`src/rtl/ers_pkg.sv`:
```
`default_nettype none
package ers_pkg;

    localparam int HEADER_BYTES_DEF = 3;
    localparam int KEY_LEN = 12;
    localparam int HDR_CNT_W = 2;
    localparam int POS_W = 4;

    localparam logic [31:0] MAG_CAP = 32'h8000_0000;

    localparam logic [1:0] OUT_NOT_FOUND = 2'd0;
    localparam logic [1:0] OUT_FOUND = 2'd1;
    localparam logic [1:0] OUT_TRUNCATED = 2'd2;

    typedef struct packed {
        logic       is_expired;
        logic [1:0] outcome;
    } t_result;

    function automatic logic [7:0] key_char(input logic [POS_W-1:0] pos);
        logic [7:0] c;
        case (pos)
            4'd0:    c = "_";
            4'd1:    c = "_";
            4'd2:    c = "e";
            4'd3:    c = "x";
            4'd4:    c = "p";
            4'd5:    c = "i";
            4'd6:    c = "r";
            4'd7:    c = "e";
            4'd8:    c = "_";
            4'd9:    c = "K";
            4'd10:   c = "E";
            4'd11:   c = "Y";
            default: c = 8'h00;
        endcase
        return c;
    endfunction

endpackage
`default_nettype wire

```
`src/rtl/expiry_record_scanner_core.sv`:
```
// Expiry record scanner.
// Input channel (i_valid/o_ready) carries one blob byte per request with
// i_last_byte marking the final byte. A byte is taken on every cycle in which
// both are high, so the sustained rate is one byte per cycle.
// Output channel (o_valid/i_ready) carries one result per blob, produced from
// the last byte: o_outcome is not found, found or truncated, and
// o_is_expired is set when the key was found and the current time exceeds it.
// The result is registered when the last byte is accepted and is held in
// a single output register until taken.
// While that register is full and i_ready is low, o_ready drops and input
// bytes wait; when the result is taken in the same cycle, input continues
// without a gap.
// The configuration channel (i_cfg_valid/o_cfg_ready) writes the current time
// and is always ready; it should be written only while no blob is in flight.
// Synchronous active-low reset clears the current time to zero, empties the
// output register and prepares the scanner for the start of a new blob.
`default_nettype none
module expiry_record_scanner_core #(
    parameter int HEADER_BYTES = ers_pkg::HEADER_BYTES_DEF
) (
    input  wire logic        i_clk,
    input  wire logic        i_rst_n,
    input  wire logic        i_valid,
    output logic             o_ready,
    input  wire logic [7:0]  i_data_byte,
    input  wire logic        i_last_byte,
    output logic             o_valid,
    input  wire logic        i_ready,
    output logic             o_is_expired,
    output logic [1:0]       o_outcome,
    input  wire logic        i_cfg_valid,
    output logic             o_cfg_ready,
    input  wire logic [31:0] i_cfg_data
);

    ers_pkg::t_result w_res;
    ers_pkg::t_result w_out;
    logic             w_load;
    logic             w_free;
    logic             w_fire;

    assign o_ready     = w_free;
    assign o_cfg_ready = 1'b1;
    assign w_fire      = i_valid && w_free;

    ers_parser #(
        .HEADER_BYTES(HEADER_BYTES)
    ) u_parser (
        .i_clk       (i_clk),
        .i_rst_n     (i_rst_n),
        .i_cfg_valid (i_cfg_valid),
        .i_cfg_data  (i_cfg_data),
        .i_fire      (w_fire),
        .i_data_byte (i_data_byte),
        .i_last_byte (i_last_byte),
        .o_res       (w_res),
        .o_res_load  (w_load)
    );

    ers_out_reg u_out_reg (
        .i_clk   (i_clk),
        .i_rst_n (i_rst_n),
        .i_load  (w_load),
        .i_res   (w_res),
        .i_ready (i_ready),
        .o_valid (o_valid),
        .o_free  (w_free),
        .o_res   (w_out)
    );

    assign o_is_expired = w_out.is_expired;
    assign o_outcome    = w_out.outcome;

endmodule
`default_nettype wire

```
`src/rtl/ers_parser.sv`:
```
`default_nettype none
module ers_parser #(
    parameter int HEADER_BYTES = ers_pkg::HEADER_BYTES_DEF
) (
    input  wire logic            i_clk,
    input  wire logic            i_rst_n,
    input  wire logic            i_cfg_valid,
    input  wire logic [31:0]     i_cfg_data,
    input  wire logic            i_fire,
    input  wire logic [7:0]      i_data_byte,
    input  wire logic            i_last_byte,
    output ers_pkg::t_result     o_res,
    output logic                 o_res_load
);

    typedef enum logic [2:0] {
        PH_HEADER, PH_NHI, PH_NLO, PH_NAME, PH_VHI, PH_VLO, PH_VALUE, PH_DONE
    } t_phase;

    typedef enum logic [1:0] {
        NS_SPACE, NS_DIGITS, NS_END
    } t_nstage;

    localparam t_phase START_PHASE = (HEADER_BYTES == 0) ? PH_NHI : PH_HEADER;
    localparam logic [ers_pkg::POS_W-1:0] KEY_END = ers_pkg::POS_W'(ers_pkg::KEY_LEN);

    t_phase                         r_phase, n_phase;
    logic [ers_pkg::HDR_CNT_W-1:0]  r_hdr_cnt, n_hdr_cnt;
    logic [15:0]                    r_rem, n_rem;
    logic [7:0]                     r_len_hi, n_len_hi;
    logic [ers_pkg::POS_W-1:0]      r_mpos, n_mpos;
    logic                           r_matching, n_matching;
    logic                           r_key_sel, n_key_sel;
    logic [31:0]                    r_acc, n_acc;
    t_nstage                        r_nstage, n_nstage;
    logic                           r_neg, n_neg;
    logic                           r_dec_made, n_dec_made;
    logic                           r_dec_exp, n_dec_exp;
    logic [31:0]                    r_cur_time;

    logic [15:0]        w_len;
    logic               w_digit;
    logic               w_space;
    logic [35:0]        w_mul;
    logic [31:0]        w_acc_next;
    logic signed [32:0] w_stamp;
    logic signed [32:0] w_now;
    logic [ers_pkg::HDR_CNT_W:0] w_hdr_inc;
    logic               w_trunc;

    assign w_len = {r_len_hi, i_data_byte};
    assign w_digit = (i_data_byte >= "0") && (i_data_byte <= "9");
    assign w_space = (i_data_byte == " ") || ((i_data_byte >= 8'd9) && (i_data_byte <= 8'd13));
    assign w_mul = ({4'b0, r_acc} << 3) + ({4'b0, r_acc} << 1)
                 + {32'b0, i_data_byte[3:0] - 4'h0};
    assign w_acc_next = (w_mul > {4'b0, ers_pkg::MAG_CAP}) ? ers_pkg::MAG_CAP : w_mul[31:0];
    assign w_stamp = r_neg ? -$signed({1'b0, r_acc})
                   : (r_acc[31] ? 33'sh0_7FFF_FFFF : $signed({1'b0, r_acc}));
    assign w_now = $signed({r_cur_time[31], r_cur_time});
    assign w_hdr_inc = {1'b0, r_hdr_cnt} + 1'b1;

    always_comb begin
        n_phase    = r_phase;
        n_hdr_cnt  = r_hdr_cnt;
        n_rem      = r_rem;
        n_len_hi   = r_len_hi;
        n_mpos     = r_mpos;
        n_matching = r_matching;
        n_key_sel  = r_key_sel;
        n_acc      = r_acc;
        n_nstage   = r_nstage;
        n_neg      = r_neg;
        n_dec_made = r_dec_made;
        n_dec_exp  = r_dec_exp;
        unique case (r_phase)
            PH_HEADER: begin
                n_hdr_cnt = w_hdr_inc[ers_pkg::HDR_CNT_W-1:0];
                if (32'(w_hdr_inc) >= 32'(HEADER_BYTES)) begin
                    n_phase = PH_NHI;
                end
            end
            PH_NHI: begin
                n_len_hi = i_data_byte;
                n_phase  = PH_NLO;
            end
            PH_VHI: begin
                n_len_hi = i_data_byte;
                n_phase  = PH_VLO;
            end
            PH_NLO: begin
                if (w_len == 16'd0) begin
                    n_phase = PH_DONE;
                end else begin
                    n_rem      = w_len;
                    n_mpos     = '0;
                    n_matching = 1'b1;
                    n_phase    = PH_NAME;
                end
            end
            PH_NAME: begin
                if (r_rem > 16'd1 && r_matching && r_mpos <= KEY_END) begin
                    if (i_data_byte == 8'd0) begin
                        if (r_mpos == KEY_END) begin
                            n_mpos = KEY_END + 1'b1;
                        end else begin
                            n_matching = 1'b0;
                        end
                    end else if (r_mpos < KEY_END && i_data_byte == ers_pkg::key_char(r_mpos)) begin
                        n_mpos = r_mpos + 1'b1;
                    end else begin
                        n_matching = 1'b0;
                    end
                end
                n_rem = r_rem - 16'd1;
                if (r_rem == 16'd1) begin
                    n_key_sel = r_matching && (r_mpos >= KEY_END);
                    n_phase   = PH_VHI;
                end
            end
            PH_VLO: begin
                n_acc    = '0;
                n_nstage = NS_SPACE;
                n_neg    = 1'b0;
                if (w_len == 16'd0) begin
                    if (r_key_sel) begin
                        n_dec_made = 1'b1;
                        n_dec_exp  = w_now > 33'sd0;
                        n_phase    = PH_DONE;
                    end else begin
                        n_phase = PH_NHI;
                    end
                end else begin
                    n_rem   = w_len;
                    n_phase = PH_VALUE;
                end
            end
            PH_VALUE: begin
                if (r_rem > 16'd1 && r_key_sel) begin
                    case (r_nstage)
                        NS_SPACE: begin
                            if (w_space) begin
                                n_nstage = NS_SPACE;
                            end else if (i_data_byte == "+" || i_data_byte == "-") begin
                                n_neg    = (i_data_byte == "-");
                                n_nstage = NS_DIGITS;
                            end else if (w_digit) begin
                                n_acc    = w_acc_next;
                                n_nstage = NS_DIGITS;
                            end else begin
                                n_nstage = NS_END;
                            end
                        end
                        NS_DIGITS: begin
                            if (w_digit) begin
                                n_acc = w_acc_next;
                            end else begin
                                n_nstage = NS_END;
                            end
                        end
                        default: begin
                            n_nstage = r_nstage;
                        end
                    endcase
                end
                n_rem = r_rem - 16'd1;
                if (r_rem == 16'd1) begin
                    if (r_key_sel) begin
                        n_dec_made = 1'b1;
                        n_dec_exp  = w_now > w_stamp;
                        n_phase    = PH_DONE;
                    end else begin
                        n_phase = PH_NHI;
                    end
                end
            end
            default: begin
                n_phase = r_phase;
            end
        endcase
    end

    assign w_trunc = (n_phase == PH_NAME) || (n_phase == PH_VHI)
                  || (n_phase == PH_VLO) || (n_phase == PH_VALUE);

    always_comb begin
        o_res_load = i_fire && i_last_byte;
        if (n_dec_made) begin
            o_res.is_expired = n_dec_exp;
            o_res.outcome    = ers_pkg::OUT_FOUND;
        end else if (w_trunc) begin
            o_res.is_expired = 1'b0;
            o_res.outcome    = ers_pkg::OUT_TRUNCATED;
        end else begin
            o_res.is_expired = 1'b0;
            o_res.outcome    = ers_pkg::OUT_NOT_FOUND;
        end
    end

    always_ff @(posedge i_clk) begin
        if (!i_rst_n) begin
            r_cur_time <= '0;
        end else if (i_cfg_valid) begin
            r_cur_time <= i_cfg_data;
        end
    end

    always_ff @(posedge i_clk) begin
        if (!i_rst_n || (i_fire && i_last_byte)) begin
            r_phase    <= START_PHASE;
            r_hdr_cnt  <= '0;
            r_rem      <= '0;
            r_len_hi   <= '0;
            r_mpos     <= '0;
            r_matching <= 1'b1;
            r_key_sel  <= 1'b0;
            r_acc      <= '0;
            r_nstage   <= NS_SPACE;
            r_neg      <= 1'b0;
            r_dec_made <= 1'b0;
            r_dec_exp  <= 1'b0;
        end else if (i_fire) begin
            r_phase    <= n_phase;
            r_hdr_cnt  <= n_hdr_cnt;
            r_rem      <= n_rem;
            r_len_hi   <= n_len_hi;
            r_mpos     <= n_mpos;
            r_matching <= n_matching;
            r_key_sel  <= n_key_sel;
            r_acc      <= n_acc;
            r_nstage   <= n_nstage;
            r_neg      <= n_neg;
            r_dec_made <= n_dec_made;
            r_dec_exp  <= n_dec_exp;
        end
    end

`ifndef NO_ASSERTIONS
    a_decision_done: assert property (@(posedge i_clk) disable iff (!i_rst_n)
        r_dec_made |-> r_phase == PH_DONE)
        else $error("decision taken outside the done phase");
    a_mpos_range: assert property (@(posedge i_clk) disable iff (!i_rst_n)
        r_mpos <= KEY_END + 1'b1)
        else $error("key match position out of range");
    a_acc_cap: assert property (@(posedge i_clk) disable iff (!i_rst_n)
        r_acc[31] |-> r_acc[30:0] == '0)
        else $error("accumulator above saturation cap");
`endif

endmodule
`default_nettype wire

```
`src/rtl/ers_out_reg.sv`:
```
`default_nettype none
module ers_out_reg (
    input  wire logic             i_clk,
    input  wire logic             i_rst_n,
    input  wire logic             i_load,
    input  ers_pkg::t_result      i_res,
    input  wire logic             i_ready,
    output logic                  o_valid,
    output logic                  o_free,
    output ers_pkg::t_result      o_res
);

    logic             r_valid;
    ers_pkg::t_result r_res;

    assign o_free  = !r_valid || i_ready;
    assign o_valid = r_valid;
    assign o_res   = r_res;

    always_ff @(posedge i_clk) begin
        if (!i_rst_n) begin
            r_valid <= 1'b0;
        end else if (i_load) begin
            r_valid <= 1'b1;
        end else if (i_ready) begin
            r_valid <= 1'b0;
        end
    end

    always_ff @(posedge i_clk) begin
        if (i_load) begin
            r_res <= i_res;
        end
    end

`ifndef NO_ASSERTIONS
    a_no_overwrite: assert property (@(posedge i_clk) disable iff (!i_rst_n)
        i_load |-> o_free)
        else $error("result loaded over a pending result");
    a_expired_found: assert property (@(posedge i_clk) disable iff (!i_rst_n)
        (r_valid && r_res.is_expired) |-> r_res.outcome == ers_pkg::OUT_FOUND)
        else $error("expired flag without a found key");
`endif

endmodule
`default_nettype wire
```
`config.mk`:
```
export PLATFORM = sky130hd
export DESIGN_NAME = expiry_record_scanner_core
export DESIGN_NICKNAME = d
export VERILOG_FILES = /design/src/rtl/ers_pkg.sv /design/src/rtl/expiry_record_scanner_core.sv /design/src/rtl/ers_parser.sv /design/src/rtl/ers_out_reg.sv
export SDC_FILE = /design/constraint.sdc
export NUM_CORES = 1
export LEC_CHECK = 0
export BUFFER_PORTS_ARGS = -buffer_cell sky130_fd_sc_hd__buf_2
export CAP_MARGIN = 15
export CELL_PAD_IN_SITES_DETAIL_PLACEMENT = 1
export CELL_PAD_IN_SITES_GLOBAL_PLACEMENT = 1
export CORE_AREA = 2 2 150 152
export CTS_CLUSTER_DIAMETER = 60
export DETAILED_ROUTE_END_ITERATION = 12
export DIE_AREA = 0 0 152 154
export PLACE_DENSITY = 0.89
export SETUP_SLACK_MARGIN = 0.05
export SYNTH_ARGS = -nofsm -noshare
export SYNTH_HDL_FRONTEND = slang
export SYNTH_SLANG_ARGS = --single-unit
```
`constraint.sdc`:
```
create_clock -name i_clk -period 4.7 [get_ports i_clk]
set_input_delay 0.235 -clock i_clk [delete_from_list [all_inputs] [get_ports i_clk]]
set_output_delay 0.235 -clock i_clk [all_outputs]
set_load 0.1 [all_outputs]
```
==> flow_metrics.py, run 1 <==
metrics = {
    "timing": {
        "timing.fmax_mhz": 222,
        "clock_skew_ns": 0.0135,
        "setup_viol": 0,
        "tightest_slew_ns": 1.10,
        "hold_viol_final": 0,
        "period_minus_slack_ns": 4.50,
        "setup_ws_ns": 0.197,
        "tns_ns": 0,
        "slew_viol_final": 0,
        "maxSlewHeadroom_pct": 26.5,
        "fin_crit_sh_pct": 95.8,
    },
    "grt": {
        "grt_overflow_total": 0,
        "grt_pass1_vias": 9341,
        "grt_pass1_wl_um": 48600,
        "grt_max_degree": 36,
        "antenna_found_initial": 0,
        "grt_usage_pct": 25.5,
    },
    "final_layout": {
        "mostFrequentLayoutCells": "dfxtp_1 (110), ha_1 (109), nor2_1 (88), nand2_1 (85), a21oi_1 (84)",
        "stdcell_area_um2": 10300,
        "final_common_cell": "dfxtp_1",
        "layout.nets": 1318,
        "n_antenna_cell": 0,
        "drive_gt1_share_pct": 10.1,
        "seq_area_um2": 2330,
        "nFillCells": 2592,
        "multi_input_area_um2": 6590,
        "syn_to_final_growth_pct": 11.5,
    },
    "floorplanning": {
        "die_x_um": 152,
        "row_count": 54,
        "initial_core_util_pct": 42.7,
        "fp.dieArea_um2": 23400,
        "die_h_um": 154,
        "io_pins": 52,
        "core_um2": 21700,
    },
    "power_and_ir_drop": {
        "pwr-share-clk_pct": 51.8,
        "swShare_pct": 26.0,
        "p_int_mw": 1.91,
        "power_density_nw_per_um2": 250,
        "p_sw_uw": 669,
        "finalPower_mw": 2.58,
        "comb_power_share_pct": 8.6,
        "ir_drop_uv": 227,
        "leakagePower_nw": 4.55,
        "seq_power_share_pct": 39.6,
    },
    "worst_setup_path": {
        "critical_path_buf_inv_count": 1,
        "crit_chain": "inv_1 > ha_2 > nor3b_4 > and4_4 > nand2_2 > or3_1 > or4_4 > nor3_2 > xnor2_1 > o22ai_1 > ha_1 > a21o_1 > a21o_1 > a21o_1 > a21o_1 > a21o_1 > a221o_1 > a22oi_1 > o21ai_0",
        "crit_type": "reg2reg",
        "cp_common_cell": "a21o_1",
        "cpLargestDelayFamily": "simple AND/OR/NAND/NOR gates",
        "r2r_setup_slack_ns": 0.20,
        "cp-start-kind": "flop",
        "path_max_fanout": 6,
        "worstPathRequired_ns": 4.89,
        "worstPathArrival_ns": 4.69,
        "critPathMaxStageDelay_ns": 0.44,
        "crit_path_top_delay_cell": "or4_4",
        "setup.worst_path.end_class": "flop",
    },
    "placed_design": {
        "place_area_um2": 9690,
        "numPortBuffers": 50,
        "dp_slack_ns": 0.132,
        "dp_hpwl_um": 22500,
        "gp_congestion": 0.860,
    },
    "clock_tree": {
        "cts_buffers": 17,
        "clk_pin_slew_ns": 0.06,
        "htree_levels": 4,
        "cts_tree": "built",
        "clock_latency_ns": 0.45,
        "cts.sinks": 115,
        "cts_buffer_depth": 2,
        "clock-root-buffer": "clkbuf_16",
        "holdBufCountCts": 0,
    },
    "synthesis": {
        "synth_seq_area_share_pct": 25.2,
        "syn_avg_cell_area_um2": 8.09,
        "synth_nets": 1302,
        "synth_ff_type": "dfxtp_1",
        "ys_ff_latch": 115,
        "synth_top_area_share_pct": 24.2,
        "async_reset_ff_share_pct": 0,
        "synth_edf_count": 3,
        "yosysWarnings": 0,
        "syn_inst": 1144,
        "yosys-top-cells-area": "dfxtp_1 (24%), ha_1 (15%), a21oi_1 (4.5%), mux2i_1 (4.5%), nor2_1 (3.6%)",
        "synth_area_um2": 9260,
        "yosysUniqueCellTypes": 71,
        "synth_top_area_cell": "dfxtp_1",
    },
    "routing": {
        "dr.pass1.iters": 5,
        "drc": 0,
        "routedWlPerCell_um": 20.9,
        "via_per_inst": 6.29,
        "via_count": 9146,
        "wl_um": 30400,
        "ant_nets": 0,
        "drtIter0Drc": 585,
    },
    "min_path": {
        "min_path_type": "in2reg",
    },
    "run": {
        "maxCapViolCount": 0,
    },
    "outcome": {
        "status": "finished clean",
    },
}
path summary, 6_finish.rpt:
check	start	to	cells after the start
worst max-delay path	u_parser.r_acc[0]	u_out_reg.o_res[2]	19
worst min register to register	u_parser.r_rem[7]	u_parser.r_rem[7]	2
worst max register to register	u_parser.r_acc[0]	u_out_reg.o_res[2]	19
worst min-delay path	i_cfg_data[20]	u_parser.r_cur_time[20]	3
synthesized netlist by cell type (7+ instances only):
library cell / n
a211oi_1: 15
a21o_1: 27
a21oi_1: 84
a22oi_1: 12
a31oi_1: 12
a32o_1: 29
and2_1: 11
and3_1: 7
buf_2: 7
clkbuf_1: 53
dfxtp_1: 112
ha_1: 110
inv_1: 30
mux2i_1: 42
nand2_1: 86
nand2b_1: 8
nand3_1: 28
nand4_1: 19
nor2_1: 88
nor2b_1: 40
nor3_1: 25
nor4_1: 24
o211ai_1: 11
o21a_1: 8
o21ai_0: 65
o22ai_1: 28
or3_1: 12
or4_1: 7
xnor2_1: 33
xor2_1: 25
cell type report:
cell class	count	share of cell area [%]
multi-input combinational	934	63.8
sequential	115	22.6
clock buffer	21	4.56
tap	280	3.39
timing repair buffer	62	3.30
clock inverter	11	1.21
inverter	30	1.09
layer usage:
metal | GRT usage [%] | wire [µm]
met5 | 0 | 0
met4 | 10.2 | 908
met3 | 4.23 | 1240
met2 | 44.0 | 14700
met1 | 31.8 | 13600
registers in the layout (all words and copies together), names as in the netlist, named ones only:
| signal | flops |
|---|---|
| u_parser.r_nstage | 2 |
| u_parser.r_dec_made | 1 |
| u_parser.r_cur_time | 32 |
| u_parser.r_matching | 1 |
| u_parser.r_neg | 1 |
| u_parser.r_phase | 3 |
| u_parser.r_key_sel | 1 |
| u_out_reg.o_res | 3 |
| u_parser.r_acc | 32 |
| u_parser.r_len_hi | 8 |
| u_parser.r_mpos | 4 |
| u_out_reg.o_valid | 1 |
| u_parser.r_rem | 16 |
| u_parser.r_hdr_cnt | 2 |
| u_parser.r_dec_exp | 1 |
power by group through the flow:
stage	sequential, mW	combinational [mW]	clock [mW]
2_1_floorplan	1.04	0.142	0
3_3_place_gp	1.04	0.205	0
3_5_place_dp	1.04	0.217	0
4_1_cts	1.02	0.220	1.34
5_1_grt	1.02	0.243	1.39
6_report	1.02	0.222	1.34
logic make-up after synthesis:
| group | Yosys count | synth area share, % |
|---|---|---|
| compound gates | 337 | 24.0 |
| other cells | 1 | 0.0405 |
| xor+xnor | 58 | 5.49 |
| fa+ha+maj | 112 | 15.3 |
| simple gates | 383 | 21.4 |
| flops | 115 | 25.2 |
| mux | 43 | 4.66 |
| buf+inv | 95 | 3.99 |
repair_timing:
item,in CTS,in global routing
buffers inserted,0,1
endpoints found under the setup margin,0,1
gates resized for setup,0,11
hold endpoints to repair,0,0
worst register-to-register path, cell delays in order, from the launching register on:
cell and delay [ns]:
dfxtp_2 0.36, inv_1 0.11, ha_2 0.21, nor3b_4 0.20
and4_4 0.26, nand2_2 0.09, or3_1 0.41, or4_4 0.44
nor3_2 0.16, xnor2_1 0.14, o22ai_1 0.12, ha_1 0.35
a21o_1 0.18, a21o_1 0.17, a21o_1 0.17, a21o_1 0.17
a21o_1 0.17, a221o_1 0.31, a22oi_1 0.14, o21ai_0 0.10
through the flow:
step	util [%]	std cells	hold slack [ns]
after floorplan	-	1144	0.363
after global placement	44.7	1420	0.473
after detailed placement	44.7	1420	0.480
after CTS	47.4	1452	0.0490
after global routing	47.6	1453	0.0634
final	47.6	1453	0.0510
Power figures use the tool's default switching activity.
==> run 2: changes to the inputs <==
--- a/config.mk
+++ b/config.mk
@@ -5,14 +5,15 @@
 export SDC_FILE = /design/constraint.sdc
 export NUM_CORES = 1
 export LEC_CHECK = 0
+export ABC_AREA = 1
 export BUFFER_PORTS_ARGS = -buffer_cell sky130_fd_sc_hd__buf_2
 export CAP_MARGIN = 15
 export CELL_PAD_IN_SITES_DETAIL_PLACEMENT = 1
 export CELL_PAD_IN_SITES_GLOBAL_PLACEMENT = 1
-export CORE_AREA = 2 2 150 152
+export CORE_AREA = 2 2 164 166
 export CTS_CLUSTER_DIAMETER = 60
 export DETAILED_ROUTE_END_ITERATION = 12
-export DIE_AREA = 0 0 152 154
+export DIE_AREA = 0 0 166 168
 export PLACE_DENSITY = 0.89
 export SETUP_SLACK_MARGIN = 0.05
 export SYNTH_ARGS = -nofsm -noshare
==> run 2 against run 1 <==
Effect of this change: global-route usage down 0.33 points; non-clock buffer count down 4; flip-flop and latch count unchanged.
==> flow_metrics.py, run 2 <==
metrics = {
    "timing": {
        "clock_skew_ns": 0.0107,
        "period_minus_slack_ns": 4.13,
        "setup_viol": 0,
        "rsz0062_at_grt": "false",
        "hold_viol_final": 0,
        "timing.fmax_mhz": 242,
        "slew_viol_final": 0,
        "tns_ns": 0,
        "tightest_slew_ns": 0.855,
        "maxSlewHeadroom_pct": 43.0,
        "fin_crit_sh_pct": 87.8,
    },
    "final_layout": {
        "largestRegisters": "u_parser.r_acc (32), u_parser.r_cur_time (32), u_parser.r_rem (16)",
        "n_antenna_cell": 0,
        "drive_gt1_share_pct": 9.43,
        "final_common_cell": "nand2_1",
        "layout.nets": 1841,
        "mostFrequentLayoutCells": "nand2_1 (383), inv_1 (215), nor2_1 (214), a21oi_1 (125), o21ai_0 (125)",
        "instances_no_fill": 2037,
        "syn_to_final_growth_pct": 12.2,
        "utilization_pct": 43.9,
    },
    "clock_tree": {
        "clk_pin_slew_ns": 0.06,
        "clock-root-buffer": "clkbuf_16",
        "htree_levels": 4,
        "holdBufCountCts": 0,
        "cts_buffers": 17,
        "clock_latency_ns": 0.43,
        "cts.sinks": 115,
        "cts_buffer_depth": 2,
        "cts_tree": "built",
    },
    "min_path": {
        "min_path_type": "in2reg",
    },
    "placed_design": {
        "dp_hpwl_um": 26000,
        "placed_cells": 2005,
        "numPortBuffers": 50,
        "gp_congestion": 0.873,
    },
    "worst_setup_path": {
        "crit_type": "reg2reg",
        "setup.worst_path.end_class": "flop",
        "worstPathArrival_ns": 4.29,
        "worstPathRequired_ns": 4.86,
        "path_max_fanout": 5,
        "cp-start-kind": "flop",
    },
    "synthesis": {
        "synth_top_area_share_pct": 21.8,
        "syn_inst": 1649,
        "synthMuxAreaShare_pct": 0,
        "synth_area_um2": 10300,
        "yosysWarnings": 0,
        "synth_nets": 1807,
        "synth-compound-area-share_pct": 16.8,
        "synth_ff_type": "dfxtp_1",
        "synth_edf_count": 3,
        "yosys-top-cells-area": "dfxtp_1 (22%), nand2_1 (14%), ha_1 (13%), inv_1 (7.8%), nor2_1 (7.8%)",
        "ys_ff_latch": 115,
        "yosysMostFrequentCell": "nand2_1",
        "synth_top_family_by_area": "simple AND/OR/NAND/NOR gates",
        "async_reset_ff_share_pct": 0,
        "synth_xor_area_share_pct": 1.53,
        "synth_top_area_cell": "dfxtp_1",
        "synth_top_cells_by_count": "nand2_1 (385), inv_1 (215), nor2_1 (215), o21ai_0 (126), a21oi_1 (125)",
        "syn_avg_cell_area_um2": 6.25,
        "synth-adder-area-share_pct": 13.7,
        "synth_seq_area_share_pct": 22.6,
        "yosysUniqueCellTypes": 54,
        "yosys.area_share.simple_pct": 35.0,
    },
    "routing": {
        "via_per_inst": 5.56,
        "dr.pass1.iters": 7,
        "wl_um": 35300,
        "routedWlPerCell_um": 17.3,
        "drtIter0Drc": 608,
        "drc": 0,
        "ant_nets": 0,
        "via_count": 11300,
    },
    "floorplanning": {
        "io_pins": 52,
        "row_count": 60,
        "die_x_um": 166,
        "initial_core_util_pct": 39.1,
        "fp.dieArea_um2": 27900,
        "die_h_um": 168,
        "core_um2": 26400,
    },
    "grt": {
        "antenna_found_initial": 0,
        "grt_max_degree": 51,
        "grt_usage_pct": 25.2,
        "grt_pass1_wl_um": 57900,
        "grt_pass1_vias": 11900,
        "grt_overflow_total": 0,
    },
    "power_and_ir_drop": {
        "power_density_nw_per_um2": 255,
        "ir_drop_uv": 211,
        "leakagePower_nw": 5.63,
    },
    "outcome": {
        "status": "finished clean",
    },
    "run": {
        "maxCapViolCount": 0,
    },
}
-- run 2: cell types whose count changed after synthesis, sizes merged, moves of 45 or more --
cell and change:
nand2 +312, inv +192, nor2 +135, nand3 +84, o21ai +63, a21oi +45
-- run 2: layer usage --
metal / part of all wire, % / wire [µm] / GRT usage, % / up-vias
li1: - / - / - / 5492
met1: 42 / 14700 / 28.2 / 5483
met4: 3.8 / 1350 / 10.7 / 0
met5: 0 / 0 / 0 / -
met3: 3.2 / 1140 / 4.51 / 95
met2: 51 / 18100 / 46.9 / 252
-- run 2: per-stage QoR --
stage / setup slack, ns / hold slack (ns) / area (µm²) / total power, mW
floorplan: 0.929 / 0.370 / 10300 / 1.30
global placement: 0.856 / 0.455 / 10800 / 1.38
detailed placement: 0.474 / 0.463 / 10800 / 1.40
CTS: 0.350 / 0.0147 / 11500 / 2.96
global route: 0.0257 / 0.0314 / 11600 / 3.05
finish: 0.574 / 0.0268 / 11600 / 2.95
-- run 2: cell type report --
class                   instances  area (µm²)
fillers                      3580       14800
multi-input cells            1268        6960
flip-flops and latches        115        2330
inverters                     223         837
clock buffers                  20         467
well taps                     341         427
repair buffers                 58         310
clock inverters                12         226
-- run 2: cells by family after synthesis --
| kind of cell | count (synthesis) |
|---|---|
| flops | 115 |
| other cells | 1 |
| xor+xnor | 18 |
| compound gates | 316 |
| buf+inv | 266 |
| simple gates | 821 |
| fa+ha+maj | 112 |
-- run 2: critical path, stage by stage (launching register included) --
cell and delay (ns):
dfxtp_1 0.36, inv_1 0.12, ha_1 0.16, inv_1 0.06
nor3_1 0.17, nand2_1 0.13, nor3_2 0.19, nand2_2 0.14
nor4_4 0.22, nand3_2 0.17, nor2_4 0.15, nor2_1 0.08
a21oi_1 0.20, nand3_1 0.12, o21ai_0 0.11, ha_1 0.27
nand3_1 0.09, a21boi_0 0.08, o21ai_0 0.19, o211ai_1 0.14
a21oi_1 0.21, nand4_1 0.11, nand2_1 0.14, nand2_1 0.07
nand2_1 0.09, a21oi_1 0.07
-- run 2: where the power goes --
part / switching, mW / internal [mW]
Combinational: 0.239 / 0.114
Sequential: 0.0334 / 1.01
Clock: 0.511 / 1.04
-- run 2: repair_timing --
item / in CTS / in global routing
endpoints found under the setup margin: 0 / 2
gates resized for setup: 0 / 9
setup buffers: 0 / 0
-- run 2: worst paths after layout --
check / startpoint / to / cells after the start / slack (ns)
min reg2reg: u_parser.r_nstage[0] / u_parser.r_nstage[0] / 2 / 0.47
min: i_cfg_data[2] / u_parser.r_cur_time[2] / 3 / 0.03
max reg2reg: u_parser.r_acc[1] / u_out_reg.o_res[2] / 25 / 0.57
max: u_parser.r_acc[1] / u_out_reg.o_res[2] / 25 / 0.57
